File: src/rtl/mrpc_pkg.sv
// Shared types and constants for the monochrome row-to-page frame store.
package mrpc_pkg;

    // Pixels carried by one source byte, and the number of column banks.
    localparam int unsigned LANES  = 8;
    localparam int unsigned LANE_W = 3;

    // Command codes.
    localparam logic CMD_WRITE = 1'b0;
    localparam logic CMD_READ  = 1'b1;

    // Per-beat control from the decoder to the banks and the read path.
    typedef struct packed {
        logic [LANES-1:0]  wr_en;    // lane i writes column byte_column*8+i
        logic [LANES-1:0]  wr_val;   // pixel value for lane i
        logic [LANE_W-1:0] wr_bit;   // bit of the page byte (row mod 8)
        logic              rd_en;    // a read beat was accepted
        logic              rd_ok;    // read address lies inside the frame
        logic [LANE_W-1:0] rd_lane;  // bank that holds the read column
    } t_req_ctl;

endpackage

File: src/rtl/mrpc_decode.sv
// Command decoder: turns one accepted beat into bank addresses and lane controls.
module mrpc_decode #(
    parameter int unsigned WIDTH  = 128,
    parameter int unsigned HEIGHT = 64,
    parameter int unsigned ADDR_W = 7
) (
    input  logic              i_accept,
    input  logic              i_command,
    input  logic [5:0]        i_row,
    input  logic [3:0]        i_byte_column,
    input  logic [7:0]        i_data_byte,
    input  logic [6:0]        i_area_x_first,
    input  logic [6:0]        i_area_x_last,
    input  logic [6:0]        i_read_column,
    input  logic [2:0]        i_read_page,
    output logic [ADDR_W-1:0] o_wr_addr,
    output logic [ADDR_W-1:0] o_rd_addr,
    output mrpc_pkg::t_req_ctl o_ctl
);

    localparam int unsigned BANK_COLS = (WIDTH + 7) / 8;
    localparam int unsigned PAGES     = (HEIGHT + 7) / 8;

    logic [15:0] wr_addr_full;
    logic [15:0] rd_addr_full;
    logic        row_ok;
    logic        area_ok;
    logic [6:0]  lane_x [mrpc_pkg::LANES];

    assign wr_addr_full = 16'(i_row[5:3]) * 16'(BANK_COLS) + 16'(i_byte_column);
    assign rd_addr_full = 16'(i_read_page) * 16'(BANK_COLS) + 16'(i_read_column[6:3]);
    assign o_wr_addr    = wr_addr_full[ADDR_W-1:0];
    assign o_rd_addr    = rd_addr_full[ADDR_W-1:0];

    assign row_ok  = 16'(i_row) < 16'(HEIGHT);
    assign area_ok = i_area_x_first <= i_area_x_last;

    always_comb begin
        o_ctl = '0;
        for (int i = 0; i < int'(mrpc_pkg::LANES); i++) begin
            lane_x[i]       = {i_byte_column, 3'(i)};
            // Bit 7 of the source byte is the leftmost pixel, lane 0.
            o_ctl.wr_val[i] = i_data_byte[7-i];
            o_ctl.wr_en[i]  = i_accept && (i_command == mrpc_pkg::CMD_WRITE)
                              && row_ok && area_ok
                              && (lane_x[i] >= i_area_x_first)
                              && (lane_x[i] <= i_area_x_last)
                              && (16'(lane_x[i]) < 16'(WIDTH));
        end
        o_ctl.wr_bit  = i_row[2:0];
        o_ctl.rd_en   = i_accept && (i_command == mrpc_pkg::CMD_READ);
        o_ctl.rd_ok   = (16'(i_read_column) < 16'(WIDTH))
                        && (16'(i_read_page) < 16'(PAGES));
        o_ctl.rd_lane = i_read_column[2:0];
    end

endmodule

File: config.mk
export PLATFORM = sky130hd
export DESIGN_NAME = mrpc_decode
export DESIGN_NICKNAME = d
export VERILOG_FILES = /design/src/rtl/mrpc_pkg.sv /design/src/rtl/mrpc_decode.sv
export SDC_FILE = /design/constraint.sdc
export NUM_CORES = 1
export LEC_CHECK = 0
export ABC_AREA = 1
export BUFFER_PORTS_ARGS = -buffer_cell sky130_fd_sc_hd__buf_4
export CAP_MARGIN = 25
export CORE_ASPECT_RATIO = 1.2
export CORE_MARGIN = 8
export CORE_UTILIZATION = 40
export DETAILED_ROUTE_END_ITERATION = 8
export PLACE_DENSITY_LB_ADDON = 0.25
export SLEW_MARGIN = 30
export SYNTH_ARGS = -nofsm -noshare
export SYNTH_HDL_FRONTEND = slang
export SYNTH_SLANG_ARGS = --single-unit
export TNS_END_PERCENT = 10
File: constraint.sdc
create_clock -name vclk -period 2.2
set_clock_uncertainty 0.05 [all_clocks]
set_input_delay 0.44 -clock vclk [all_inputs]
set_output_delay 0.44 -clock vclk [all_outputs]
set_load 0.01 [all_outputs]
======== Word level (Yosys, flattened, before mapping) ========
Cells that the tools add are included.
word-level totals
  register bits after elaboration ......... 0
  bits of input ports ..................... 44
operators by class
  add/subtract/negate cells ............... 2
  $lt $le $gt $ge ......................... 17
  bitwise operators ....................... 1
  reductions and logical operators ........ 19
operators with widths
  cell               number
  $le 7x7->1         9
  $ge 7x7->1         8
  $logic_and 1x1->1  19
  $add 7x4->7        2
  $not 1->1          1

======== Longest topological paths before layout ========
  depth in word-level cells ............... 5
  gate-level depth with buffers ........... 10

======== Worst setup path after synthesis ========
OpenSTA, ideal clock, no wires.
  path kind ............................... input to output
  from .................................... input port i_area_x_last[6]
  to ...................................... output port o_ctl[16] (netlist name)
  arrival ................................. 1.443 ns
  setup slack ............................. 0.267 ns
  stages on the path ...................... 10
  path through ............................ inv_1 -> ha_1 -> nand2_2 -> nor2_8 -> nand2_4 -> clkinv_2 -> nand2_2 -> nand2_1 -> nand2_1 -> nor2_1
RTL lines
  item                RTL line           text
  start: declaration  mrpc_decode.sv:13  input logic [6:0] i_area_x_last,
  end: declaration    mrpc_decode.sv:18  output mrpc_pkg::t_req_ctl o_ctl

==> results.md <==
* Status: finished clean
* Setup CP Type: in -> out
* Final-report hold violation count at 0
* Share of the synthesized area in the top cell type at 22.0%
* Post-Syn Area per Cell at around 5.8 µm²
* WP data required at roughly 1.7 ns
* Die footprint at approximately 4300 µm²
* Num sequential at 0
* Synth area leader: buf_4
* Layout cell share with drive strength beyond 1 at ~43%
* Logic gate share of total power at 100.0%
* P_int at 0.000121 W
* Sequential fraction of the synthesis area at 0%
* Crit path launch type: input pin
* Worst path slowest cell: ha_1
* Row count at 19
* Vias in the first global route at 940
* First-pass GRT wire length at 3.85 mm
* WL met1 at 1.00 mm
* CP arrival at ~1.6 ns
* Die X-Extent at 61.4 µm
* Synth Net Count at 233
* Hold wc startpoint: i_read_column[0]
* VDD IR max at 0.000116 V
* # hold bufs at CTS at 0
* Die Y-Extent at 70.5 µm
* Power per cell area at 214 nW/µm²
* Endpoints failing setup at 0
* Port-buffer cells at 33
* Ys Warns at 0
* Setup repair bufs after CTS at 0
* Critical Path Max Stage Delay at about 0.24 ns
* Initial drt markers at 26
* Core area at 2330 µm²
* Largest net degree at the start of global routing at 10
* WL met3 at 181 µm
* DR pass1 iterations at 4
* Final period utilization at 95.5%
* Synthesized area at 991 µm²
* Setup repair after global routing missed its margin: yes
* Max Freq at about 480 MHz
* WL/cell at 11.8 µm
* Hold endpoint: o_ctl[0]
* Worst hold path type: in -> out
* Area taken by flip-flops and latches at 0 µm²
* Num ports at about 80
* Maxcap violations at 0
* Delay-heaviest family, CP: simple AND/OR/NAND/NOR gates
* Overall routing resource usage at 10.3%
* DR vias/cell at 4.73
* Switching Share at a little under three fifths
* Grt ovf at 0
* Design Power at approximately 0.00027 W
* CP Cell Sequence: buf_4 > inv_2 > ha_1 > nand2_2 > inv_1 > a21oi_2 > nand2_1 > nand2_2 > nand2_4 > nor2_2 > buf_4
* Final Critical Period at 2.10 ns
* WL final at between 2 and 3 mm
* Library cells used by synthesis at 19
* Via count at ~1,000
* Part of the power in the clock network at 0%
* Final Slew Violations at 0
* Synth area leaders: buf_4 (22%), ha_1 (21%), nand2_1 (20%)
* Flop pwr share at 0%
* Final worst setup slack at 0.0987 ns
* Initial Util at 42.5%
* Area Growth Syn to Fin at 28.7%
* Static Leak at 0.694 nW
* Crit. End Element: output pin
* Hold path depth at 0
* DRC Markers at 0
* Clock buf count at 0
* CP Buf/Inv Count at 4
* Sw Pwr at 0.000151 W
* ANT cells at 0
* CP max FO at 8
* WL met2 at 1.30 mm
* GPL Wtd Cong at 0.841
* Antenna Violating Nets Remaining at 0
* Highest Signal Layer: met4
* Post-Syn Instances at 172
* Post-DP HPWL at 2.04 mm
* DP Worst Slack at -0.0440 ns
* Setup TNS at 0 ns
* Initial antenna violation count at 0
* Nets at 244
## Yosys cell counts
master / number
nand2_1: 52
buf_4: 29
inv_1: 24
ha_1: 17
nor2_1: 13
nand3_1: 11
a21oi_1: 6
nand2_2: 4
o21ai_0: 4
nand3b_1: 2
nand4_1: 2
a21oi_2: 1
clkinv_2: 1
conb_1: 1
inv_2: 1
nand2_4: 1
nor2_4: 1
nor2_8: 1
nor3_1: 1
## kinds of logic (layout without fill, tap and decap cells)
group | count (synthesis) | count (layout) | synth area share, %
buffers and inverters | 55 | 63 | 31.9
other | 1 | 1 | 0.378
adder cells (fa/ha/maj) | 17 | 17 | 21.5
AO/OA/AOI/OAI | 11 | 11 | 5.93
AND/OR/NAND/NOR | 88 | 89 | 40.3
## routing by layer
metal  vias to the layer above  global-route usage, %
li1                        525                      -
met4                         0                   2.03
met5                         -                      0
met3                        10                  0.916
met2                        40                   18.8
met1                       427                   12.2
## layout make-up
class | instances | area, µm²
fillers | 251 | 1050
multi-input cells | 118 | 860
inverters | 26 | 98.8
repair buffers | 37 | 278
well taps | 31 | 38.8
## cell usage in the layout (no fill, tap or decap)
cell type / count
nand3_1: 10
nor2_8: 1
nor3_1: 1
nor2_1: 6
nand2_8: 1
nor2_4: 3
nand2_4: 3
o21ai_0: 3
inv_1: 19
nor2_2: 6
nand3b_1: 2
conb_1: 1
o21ai_2: 1
inv_2: 6
a21oi_4: 1
nand2_2: 6
buf_4: 37
clkinv_2: 1
nand2_1: 47
ha_4: 7
a21oi_2: 3
nand3_2: 1
a21oi_1: 3
ha_1: 10
nand4_1: 2
## how the worst max path moves through the flow
stage                      from         to  slack [ns]  cells past startpoint
4_1_cts        i_byte_column[3]  o_ctl[19]        0.01                      9
5_1_grt        i_area_x_last[6]  o_ctl[20]       -0.02                     10
2_1_floorplan  i_area_x_last[6]  o_ctl[16]        0.27                     10
6_report       i_area_x_last[6]  o_ctl[20]         0.1                     11
3_5_place_dp   i_byte_column[3]  o_ctl[19]       -0.04                      9
3_3_place_gp   i_byte_column[3]  o_ctl[19]       -0.03                      9
## power groups by stage
stage / logic, W / clock network, W / registers [W]
6_report: 0.000273 / 0 / 0
5_1_grt: 0.000306 / 0 / 0
4_1_cts: 0.000217 / 0 / 0
3_5_place_dp: 0.000212 / 0 / 0
3_3_place_gp: 0.000208 / 0 / 0
2_1_floorplan: 0.000180 / 0 / 0
## repair_timing
action,4_1_cts,5_1_grt
gates resized for setup,2,34
pin swaps,0,11
cloned,0,1
endpoints found under the setup margin,8,8
## metrics by stage
stage	area, µm²	instances	utilization (%)	hold slack (ns)
2_1_floorplan	991	172	-	0.919
3_3_place_gp	1090	211	46.8	0.830
3_5_place_dp	1090	211	46.8	0.830
4_1_cts	1100	211	47.2	0.830
5_1_grt	1270	212	54.7	0.830
6_report	1270	212	54.7	0.830
Power figures use the tool's default switching activity.
