**src/rtl/mrpc_bank.sv**
```systemverilog
// One column bank of the frame store: bit-wide writes, whole-byte registered reads.
module mrpc_bank #(
    parameter int unsigned DEPTH  = 128,
    parameter int unsigned ADDR_W = 7
) (
    input  logic              i_clk,
    input  logic              i_clr,
    input  logic              i_we,
    input  logic [ADDR_W-1:0] i_waddr,
    input  logic [2:0]        i_wbit,
    input  logic              i_wval,
    input  logic              i_re,
    input  logic [ADDR_W-1:0] i_raddr,
    output logic [7:0]        o_rdata
);

    logic [7:0] r_mem [DEPTH];
    logic [7:0] r_rdata;

    // A clearing write zeroes a whole byte; a normal write touches one row bit.
    always_ff @(posedge i_clk) begin
        if (i_clr) begin
            r_mem[i_waddr] <= '0;
        end else if (i_we) begin
            r_mem[i_waddr][i_wbit] <= i_wval;
        end
    end

    always_ff @(posedge i_clk) begin
        if (i_re) begin
            r_rdata <= r_mem[i_raddr];
        end
    end

    assign o_rdata = r_rdata;

endmodule

```
**config.mk**
```make
export PLATFORM = sky130hd
export DESIGN_NAME = mrpc_bank
export DESIGN_NICKNAME = d
export VERILOG_FILES = /design/src/rtl/mrpc_bank.sv
export SDC_FILE = /design/constraint.sdc
export NUM_CORES = 1
export LEC_CHECK = 0
export ABC_CLOCK_PERIOD_IN_PS = 19250
export BUFFER_PORTS_ARGS = -buffer_cell sky130_fd_sc_hd__buf_2
export CAP_MARGIN = 30
export CORE_MARGIN = 4
export CORE_UTILIZATION = 36
export CTS_BUF_LIST = sky130_fd_sc_hd__clkbuf_16
export DETAILED_ROUTE_END_ITERATION = 16
export GPL_ROUTABILITY_DRIVEN = 0
export GPL_TIMING_DRIVEN = 0
export PLACE_DENSITY_LB_ADDON = 0.25
export SYNTH_ARGS = -nofsm -noshare
export SYNTH_HDL_FRONTEND = slang
export SYNTH_SLANG_ARGS = --single-unit
```
**constraint.sdc**
```tcl
create_clock -name i_clk -period 19.25 [get_ports i_clk]
set_clock_uncertainty 0.15 [all_clocks]
set_input_delay 1.925 -clock i_clk [delete_from_list [all_inputs] [get_ports i_clk]]
set_output_delay 1.925 -clock i_clk [all_outputs]
set_load 0.05 [all_outputs]
```
Word-level counts from Yosys, hierarchy flattened
Memories as Yosys holds them, arrays and structs flattened. A register that Yosys moved wholly into a read port is not among the register bits.
Index checks and enable logic that the tools add are counted.
{"block": "classes", "bitwise_logic": 8, "n_mux": 15, "reduce_logical": 1, "order_cmp": 2}
{"operator": "two-way mux 1 bit", "count": 13}
{"operator": "two-way mux 8 bit", "count": 1}
{"operator": "OR 1 bit", "count": 8}
{"operator": "less-than comparator 3 x 4 -> 1 bit (second input constant)", "count": 1}
{"operator": "demux 1 bit (select 3 bit)", "count": 1}
{"operator": "greater-or-equal comparator 3 x 1 -> 1 bit (second input constant)", "count": 1}
{"operator": "logical AND 1 bit", "count": 1}
{"block": "totals", "output_inout_bits": 8, "word_cells": 27, "reg_bits": 0, "input_bits": 22, "n_memories": 1, "ramBits": 1024}
{"memory": "r_mem", "words": 128, "width": 8, "rd": 1, "rd_ports_with_merged_regs": 1, "write_ports": 1, "line_no": "17", "source": "logic [7:0] r_mem [DEPTH];"}

Longest topological paths before layout
Gate-level depths: netlist of run 1.
{"block": "depth", "word_depth": 6, "depth_mapped": 7, "ltp_nobuf": 4}

Worst setup path after synthesis of run 1
No wires, ideal clock.
{"block": "synth_timing", "kind": "input to register", "startpoint": "input i_clr", "endpoint": "memory r_mem[0][0], data pin", "path_slack_ns": 10.611, "setup_ns": 1.152, "path_buffers": 1, "path_stages": 3, "arrival_time_ns": 7.337, "required_ns": 17.948, "path_cell_list": "clkbuf_1 or3_1 nor3_1"}
{"block": "synth_via", "elab_chain_cells": 3}
{"item": "start, declared", "line_no": "7", "source": "input logic i_clr,"}
{"item": "two-way mux 1 bit", "line_no": "22", "source": "if (i_clr) begin"}
{"item": "two-way mux 8 bit (implied by the code)", "line_no": "25", "source": "r_mem[i_waddr][i_wbit] <= i_wval;"}
{"item": "two-way mux 1 bit (no line)"}
{"item": "end, declared", "line_no": "17"}
No other way between the ends.

==> run_results.csv, run 1 <==
group,metric,value,unit
logic_synthesis,synthesis.area,44100,um2
timing,timing.hold.ws,1.07,ns
clocking,cts_buffers,109,
critical_path,slowest_delay,0.79,ns
die,fp.dieW,358,um
die,dieHeight,358,um
route,drt_iter0_markers,3099,
grt,grt_use_total,20.5,%
power,leakage,14.0,nW
route,highest_layer,"met5",
grt,grt_pass1_vias,25600,
finish,fill_cells,11200,
hold_path,hold_end,"o_rdata[2]",
timing,fin_crit,5.05,ns
logic_synthesis,syn_inst,2791,
logic_synthesis,synth_seq_cells,1032,
finish,drive_gt1_share,20.1,%
hold_path,hold_path_depth,4,
critical_path,critical_path_class,"in -> reg",
run,max-cap-violations,0,
logic_synthesis,synthDistinctLibCells,21,
logic_synthesis,avgSynthCellArea,15.8,um2
timing,drv_slew,0,
place,place_area,47300,um2
power,ir_drop,0.0658,mV
clocking,clk_path_buf_depth,3,
route,first_pass_iters,6,
timing,rsz0062_at_grt,"no",
timing,setup_violations,0,
die,core,122000,um2
grt,overflow,0,
logic_synthesis,ys_seq_area_share,70.3,%
grt,antenna_found_initial,7,
run_status,status,"completed",
critical_path,path_common_cell,"mux4_2",
finish,nNetsFinal,3010,
critical_path,worstPathCellList,"clkbuf_1, buf_1, mux4_2, mux4_2, mux4_2, mux2_2",
die,rows,128,
finish,final_cell_area,50700,um2
critical_path,crit_family,"multiplexers",
route,vias,25600,
critical_path,regToRegSetupSlack,16.50,ns
clocking,path_clk_slew,0.06,ns
critical_path,critPathBufInv,2,
timing,finalCritPeriodShare,26.2,%
route,route.detailed.wl_per_inst,27.6,um
logic_synthesis,yosysWarnings,0,
place,portBuffers,16,
clocking,root_buffer,"clkbuf_16",
timing,hold_viol,0,
critical_path,startpoint_type,"input port",
route,wl_met1,54.2,mm
clocking,cts_tree,"yes",
clocking,cts_max_level,3,
critical_path,r2r-end,"o_rdata[2]",
clocking,cts_resized,0,
power,powerDensity,92.0,nW/um2
route,drc,0,
clocking,post-cts-setup-buffer-count,0,
timing,slew_headroom,29.7,%
route,drt_wl_total,130,mm
place,dp_slack,13.46,ns
timing,tightestPinTransition,1.05,ns
place,hpwlAfterDp,93.6,mm
timing,max_freq,198,MHz
logic_synthesis,syn_nets,2813,
finish,area_growth,14.9,%
grt,grt_pass1_wl,186,mm
timing,final.setup.worst_slack,14.20,ns
critical_path,cpMaxStageDelayCell,"buf_1",
grt,grt_max_degree,46,
route,wl_met2,60.7,mm
critical_path,end_kind,"flip-flop",
critical_path,required,19.52,ns
route,routed_via_density,5.44,
die,fp.dieArea,128000,um2
critical_path,r2r-start,"r_mem[96][2]",
clocking,cts.sinks,1032,
clocking,insertion_delay,0.70,ns
route,ant_nets,0,
route,wl_met3,10.3,mm
hold_path,min_from,"r_mem[15][2]",
critical_path,r2r_cells,4,
critical_path,cp.arrival,5.32,ns
die,io_pins,30,
critical_path,critPathMaxFanout,10,
die,initial_core_util,36.2,%
clocking,ctsHoldBuffers,0,
timing,finalSetupTns,0,ns
hold_path,hp-class,"reg -> reg",
[worst reg2reg max path: cells and delay by family, from the launching register on]
| kind | cells | cell delay (ns) |
|---|---|---|
| DFF | 1 | 0.38 |
| muxes | 4 | 1.99 |
[cell type report]
| cell class | count | area (um2) | area share [%] |
|---|---|---|---|
| timing repair buffer | 86 | 1130 | 2.24 |
| clock inverter | 89 | 537 | 1.06 |
| antenna | 3 | 7.51 | 0.0148 |
| buffer | 205 | 841 | 1.66 |
| tap | 1625 | 2030 | 4.01 |
| sequential | 1032 | 31000 | 61.1 |
| clock buffer | 112 | 2800 | 5.53 |
| multi-input combinational | 1554 | 12400 | 24.4 |
[state kept, by name, summed over array words and instances, names as in the netlist]
name	count
o_rdata	8
r_mem	1024
[cell usage in the layout (no fill, tap or decap), types with 2 or more instances in the layout]
master,netlist,routed
inv_6,0,4
buf_2,15,31
and3b_1,2,2
buf_16,0,5
nor2_4,0,6
nand2_1,134,134
mux2_2,8,8
nand2b_1,6,6
edfxtp_1,1032,1032
mux4_2,336,336
clkbuf_16,0,112
diode_2,0,3
clkbuf_2,0,3
buf_6,1,19
bufinv_16,0,5
clkinv_1,0,28
a31oi_1,4,4
clkinvlp_4,0,3
inv_1,0,26
buf_1,20,20
nor3_1,9,7
a21oi_1,3,3
buf_12,0,15
buf_4,11,19
clkinv_2,0,22
nor3b_2,0,3
nor2_1,1042,1036
buf_8,0,23
nor2b_1,3,3
nor3_2,0,2
clkbuf_1,158,155
[Yosys cell counts]
cell	number	share of area, %
nor2_1	1042	8.9
edfxtp_1	1032	70
mux4_2	336	17
clkbuf_1	158	1.3
nand2_1	134	1.1
buf_1	20	0.17
buf_2	15	0.17
buf_4	11	0.19
nor3_1	9	0.10
mux2_2	8	0.20
nand2b_1	6	0.085
a31oi_1	4	0.057
a21oi_1	3	0.034
nor2b_1	3	0.043
nor3b_1	3	0.051
and3b_1	2	0.040
a41oi_1	1	0.020
and3_1	1	0.014
buf_6	1	0.026
nor4_1	1	0.014
or3_1	1	0.014
[power by group]
group          internal (mW)  leakage, nW  switching [mW]  total (mW)
sequential              2.45         7.19         0.00204        2.45
clock                   1.11         1.74           0.879        1.99
combinational         0.0596         5.02           0.158       0.218
total                   3.62         14.0            1.04        4.66
[stage by stage]
stage               power (mW)  utilization [%]  instances
global route              4.80             41.6       4703
finish                    4.66             41.7       4706
global placement          2.71             38.0       4432
detailed placement        2.72             38.9       4501
CTS                       4.69             41.6       4702
floorplan                 2.62                -       2791
[metal layers]
layer | GRT usage (%) | vias up
li1 | - | 10800
met1 | 28.3 | 13600
met2 | 32.2 | 950
met3 | 4.39 | 220
met4 | 7.29 | 4
met5 | 0 | -
[worst max-delay path by stage]
stage / startpoint / end / cells after the start
final: i_raddr[2] / o_rdata[5] / 6
after global routing: i_raddr[2] / o_rdata[2] / 6
after CTS: i_raddr[2] / o_rdata[1] / 6
after detailed placement: i_raddr[2] / o_rdata[1] / 6
after global placement: i_we / r_mem[78][2] / 5
after floorplan: i_clr / r_mem[0][0] / 3
[logic make-up after synthesis]
group | count (synthesis) | share of synthesized area (%)
flip-flops | 1032 | 70.3
buffers and inverters | 205 | 1.90
AND/OR/NAND/NOR | 1202 | 10.4
multiplexers | 344 | 17.4
AO/OA/AOI/OAI | 8 | 0.111
(Power assumes the default switching activity.)
==> inputs of run 2 (changes only) <==
ABC_CLOCK_PERIOD_IN_PS = 4700   (was 19250)
clock period = 4.7 ns   (was 19.25 ns; I/O delays follow)
==> run 2 against run 1 <==
Effect of this change: combinational power increased to 4.1 times the previous value; final cell count hardly changed; non-clock buffer count decreased by 9; design area rose by 0.37%; clock power rose to 4.2 times the previous value; die area unchanged; critical path depth unchanged; largest cell class unchanged; largest power group unchanged.
==> run_results.csv, run 2 (synthesis gave the netlist of run 1 again) <==
group,metric,value,unit
run_status,status,"completed",
power,power.switching,4.37,mW
clocking,cts_resized,0,
clocking,cts_tree,"yes",
clocking,path_clk_slew,0.06,ns
die,fp.dieW,358,um
hold_path,hp-class,"in -> reg",
die,rows,128,
route,first_pass_iters,5,
timing,fin_crit,3.63,ns
clocking,cts_max_level,3,
timing,final.setup.worst_slack,1.07,ns
route,drc,0,
clocking,cts.sinks,1032,
place,place_area,47400,um2
place,dp_slack,0.369,ns
finish,final_cells,4702,
power,switching_share,22.6,%
finish,seq_area,31000,um2
timing,finalCritPeriodShare,77.2,%
die,initial_core_util,36.2,%
route,routed_via_density,5.47,
finish,nNetsFinal,3003,
critical_path,critical_path_class,"in -> reg",
die,core,122000,um2
finish,fin_util,41.8,%
timing,hold_viol,0,
finish,area_growth,15.4,%
die,dieHeight,358,um
grt,grt_pass1_wl,186,mm
grt,grt_use_total,20.3,%
finish,final_common_cell,"nor2_1",
finish,layout_common_cells,"1036 x nor2_1, 1032 x edfxtp_1, 336 x mux4_2",
power,combPwrFrac,4.6,%
finish,top_register,"r_mem",
finish,largest_reg_flops,1024,
timing,rsz0062_at_grt,"no",
finish,fill_cells,11100,
power,power,19.3,mW
place,hpwlAfterDp,93.4,mm
clocking,cts_buffers,111,
grt,grt_pass1_vias,26000,
critical_path,required,5.00,ns
power,power.internal,15.0,mW
route,drt_iter0_markers,3094,
power,powerDensity,380,nW/um2
critical_path,end_kind,"flip-flop",
timing,slew_headroom,31.8,%
finish,multiInputGateArea,12400,um2
critical_path,cp.arrival,3.93,ns
finish,drive_gt1_share,19.9,%
timing,tightestPinTransition,1.02,ns
route,vias,25700,
route,ant_nets,0,
critical_path,startpoint_type,"input port",
run,max-cap-violations,0,
die,fp.dieArea,128000,um2
timing,drv_slew,0,
route,route.detailed.wl_per_inst,27.6,um
power,ir_drop,0.262,mV
finish,final_cell_area,50900,um2
grt,overflow,0,
timing,setup_violations,0,
clocking,insertion_delay,0.71,ns
timing,max_freq,275,MHz
grt,grt_max_degree,46,
route,drt_wl_total,130,mm
power,leakage,14.0,nW
power,power_frac_seq,51.9,%
power,p_clk_share,43.5,%
place,dp.cells,4492,
clocking,clk_path_buf_depth,3,
grt,antenna_found_initial,8,
place,portBuffers,16,
die,io_pins,30,
clocking,root_buffer,"clkbuf_16",
critical_path,critPathMaxFanout,10,
==> run 2: power by group through the flow <==
stage / combinational [mW] / clock [mW] / sequential, mW
final: 0.889 / 8.40 / 10.0
after global routing: 0.938 / 8.92 / 10.0
after CTS: 0.897 / 8.53 / 10.0
after detailed placement: 0.895 / 0 / 10.2
after global placement: 0.841 / 0 / 10.2
after floorplan: 0.477 / 0 / 10.3
==> run 2: worst max-delay path: stages <==
cell	delay (ns)
clkbuf_1	0.71
clkbuf_1	0.78
mux4_2	0.48
mux4_2	0.58
mux4_2	0.57
mux2_2	0.31
==> run 2: path summary, 6_finish.rpt <==
check	startpoint	to	slack, ns	cells past startpoint
worst max register to register	r_mem[118][2]	o_rdata[2]	1.94	4
worst min-delay path	i_raddr[5]	o_rdata[2]	0.32	2
worst min register to register	r_mem[14][1]	o_rdata[1]	1.08	4
worst max-delay path	i_raddr[2]	o_rdata[3]	1.07	6
==> run 2: routing by layer <==
layer | vias to the layer above | global-route usage (%) | routed length, um
met2 | 1062 | 32.4 | 61000
met5 | - | 0 | 0
met3 | 193 | 4.13 | 10800
met1 | 13600 | 28.0 | 53400
li1 | 10800 | - | -
met4 | 0 | 7.18 | 4580
==> run 2: metrics by stage <==
step | hold WS (ns) | TNS [ns]
2_1_floorplan | 0.432 | -113.11
3_3_place_gp | 0.657 | -3096.64
3_5_place_dp | 0.667 | 0
4_1_cts | 0.268 | 0
5_1_grt | 0.309 | 0
6_report | 0.316 | 0
==> run 2: area by class of cell <==
class | instances | share of cell area, %
Sequential cell | 1032 | 60.9
Multi-Input combinational cell | 1554 | 24.3
Clock buffer | 111 | 5.46
Tap cell | 1625 | 4.00
Timing Repair Buffer | 77 | 2.31
Buffer | 205 | 1.65
Clock inverter | 95 | 1.36
Antenna cell | 3 | 0.0148
==> run 2: what timing repair did <==
| action | 4_1_cts | 5_1_grt |
|---|---|---|
| endpoints found under the hold margin | 8 | 0 |
| hold buffers | 1 | 0 |
| buffers inserted | 0 | 0 |
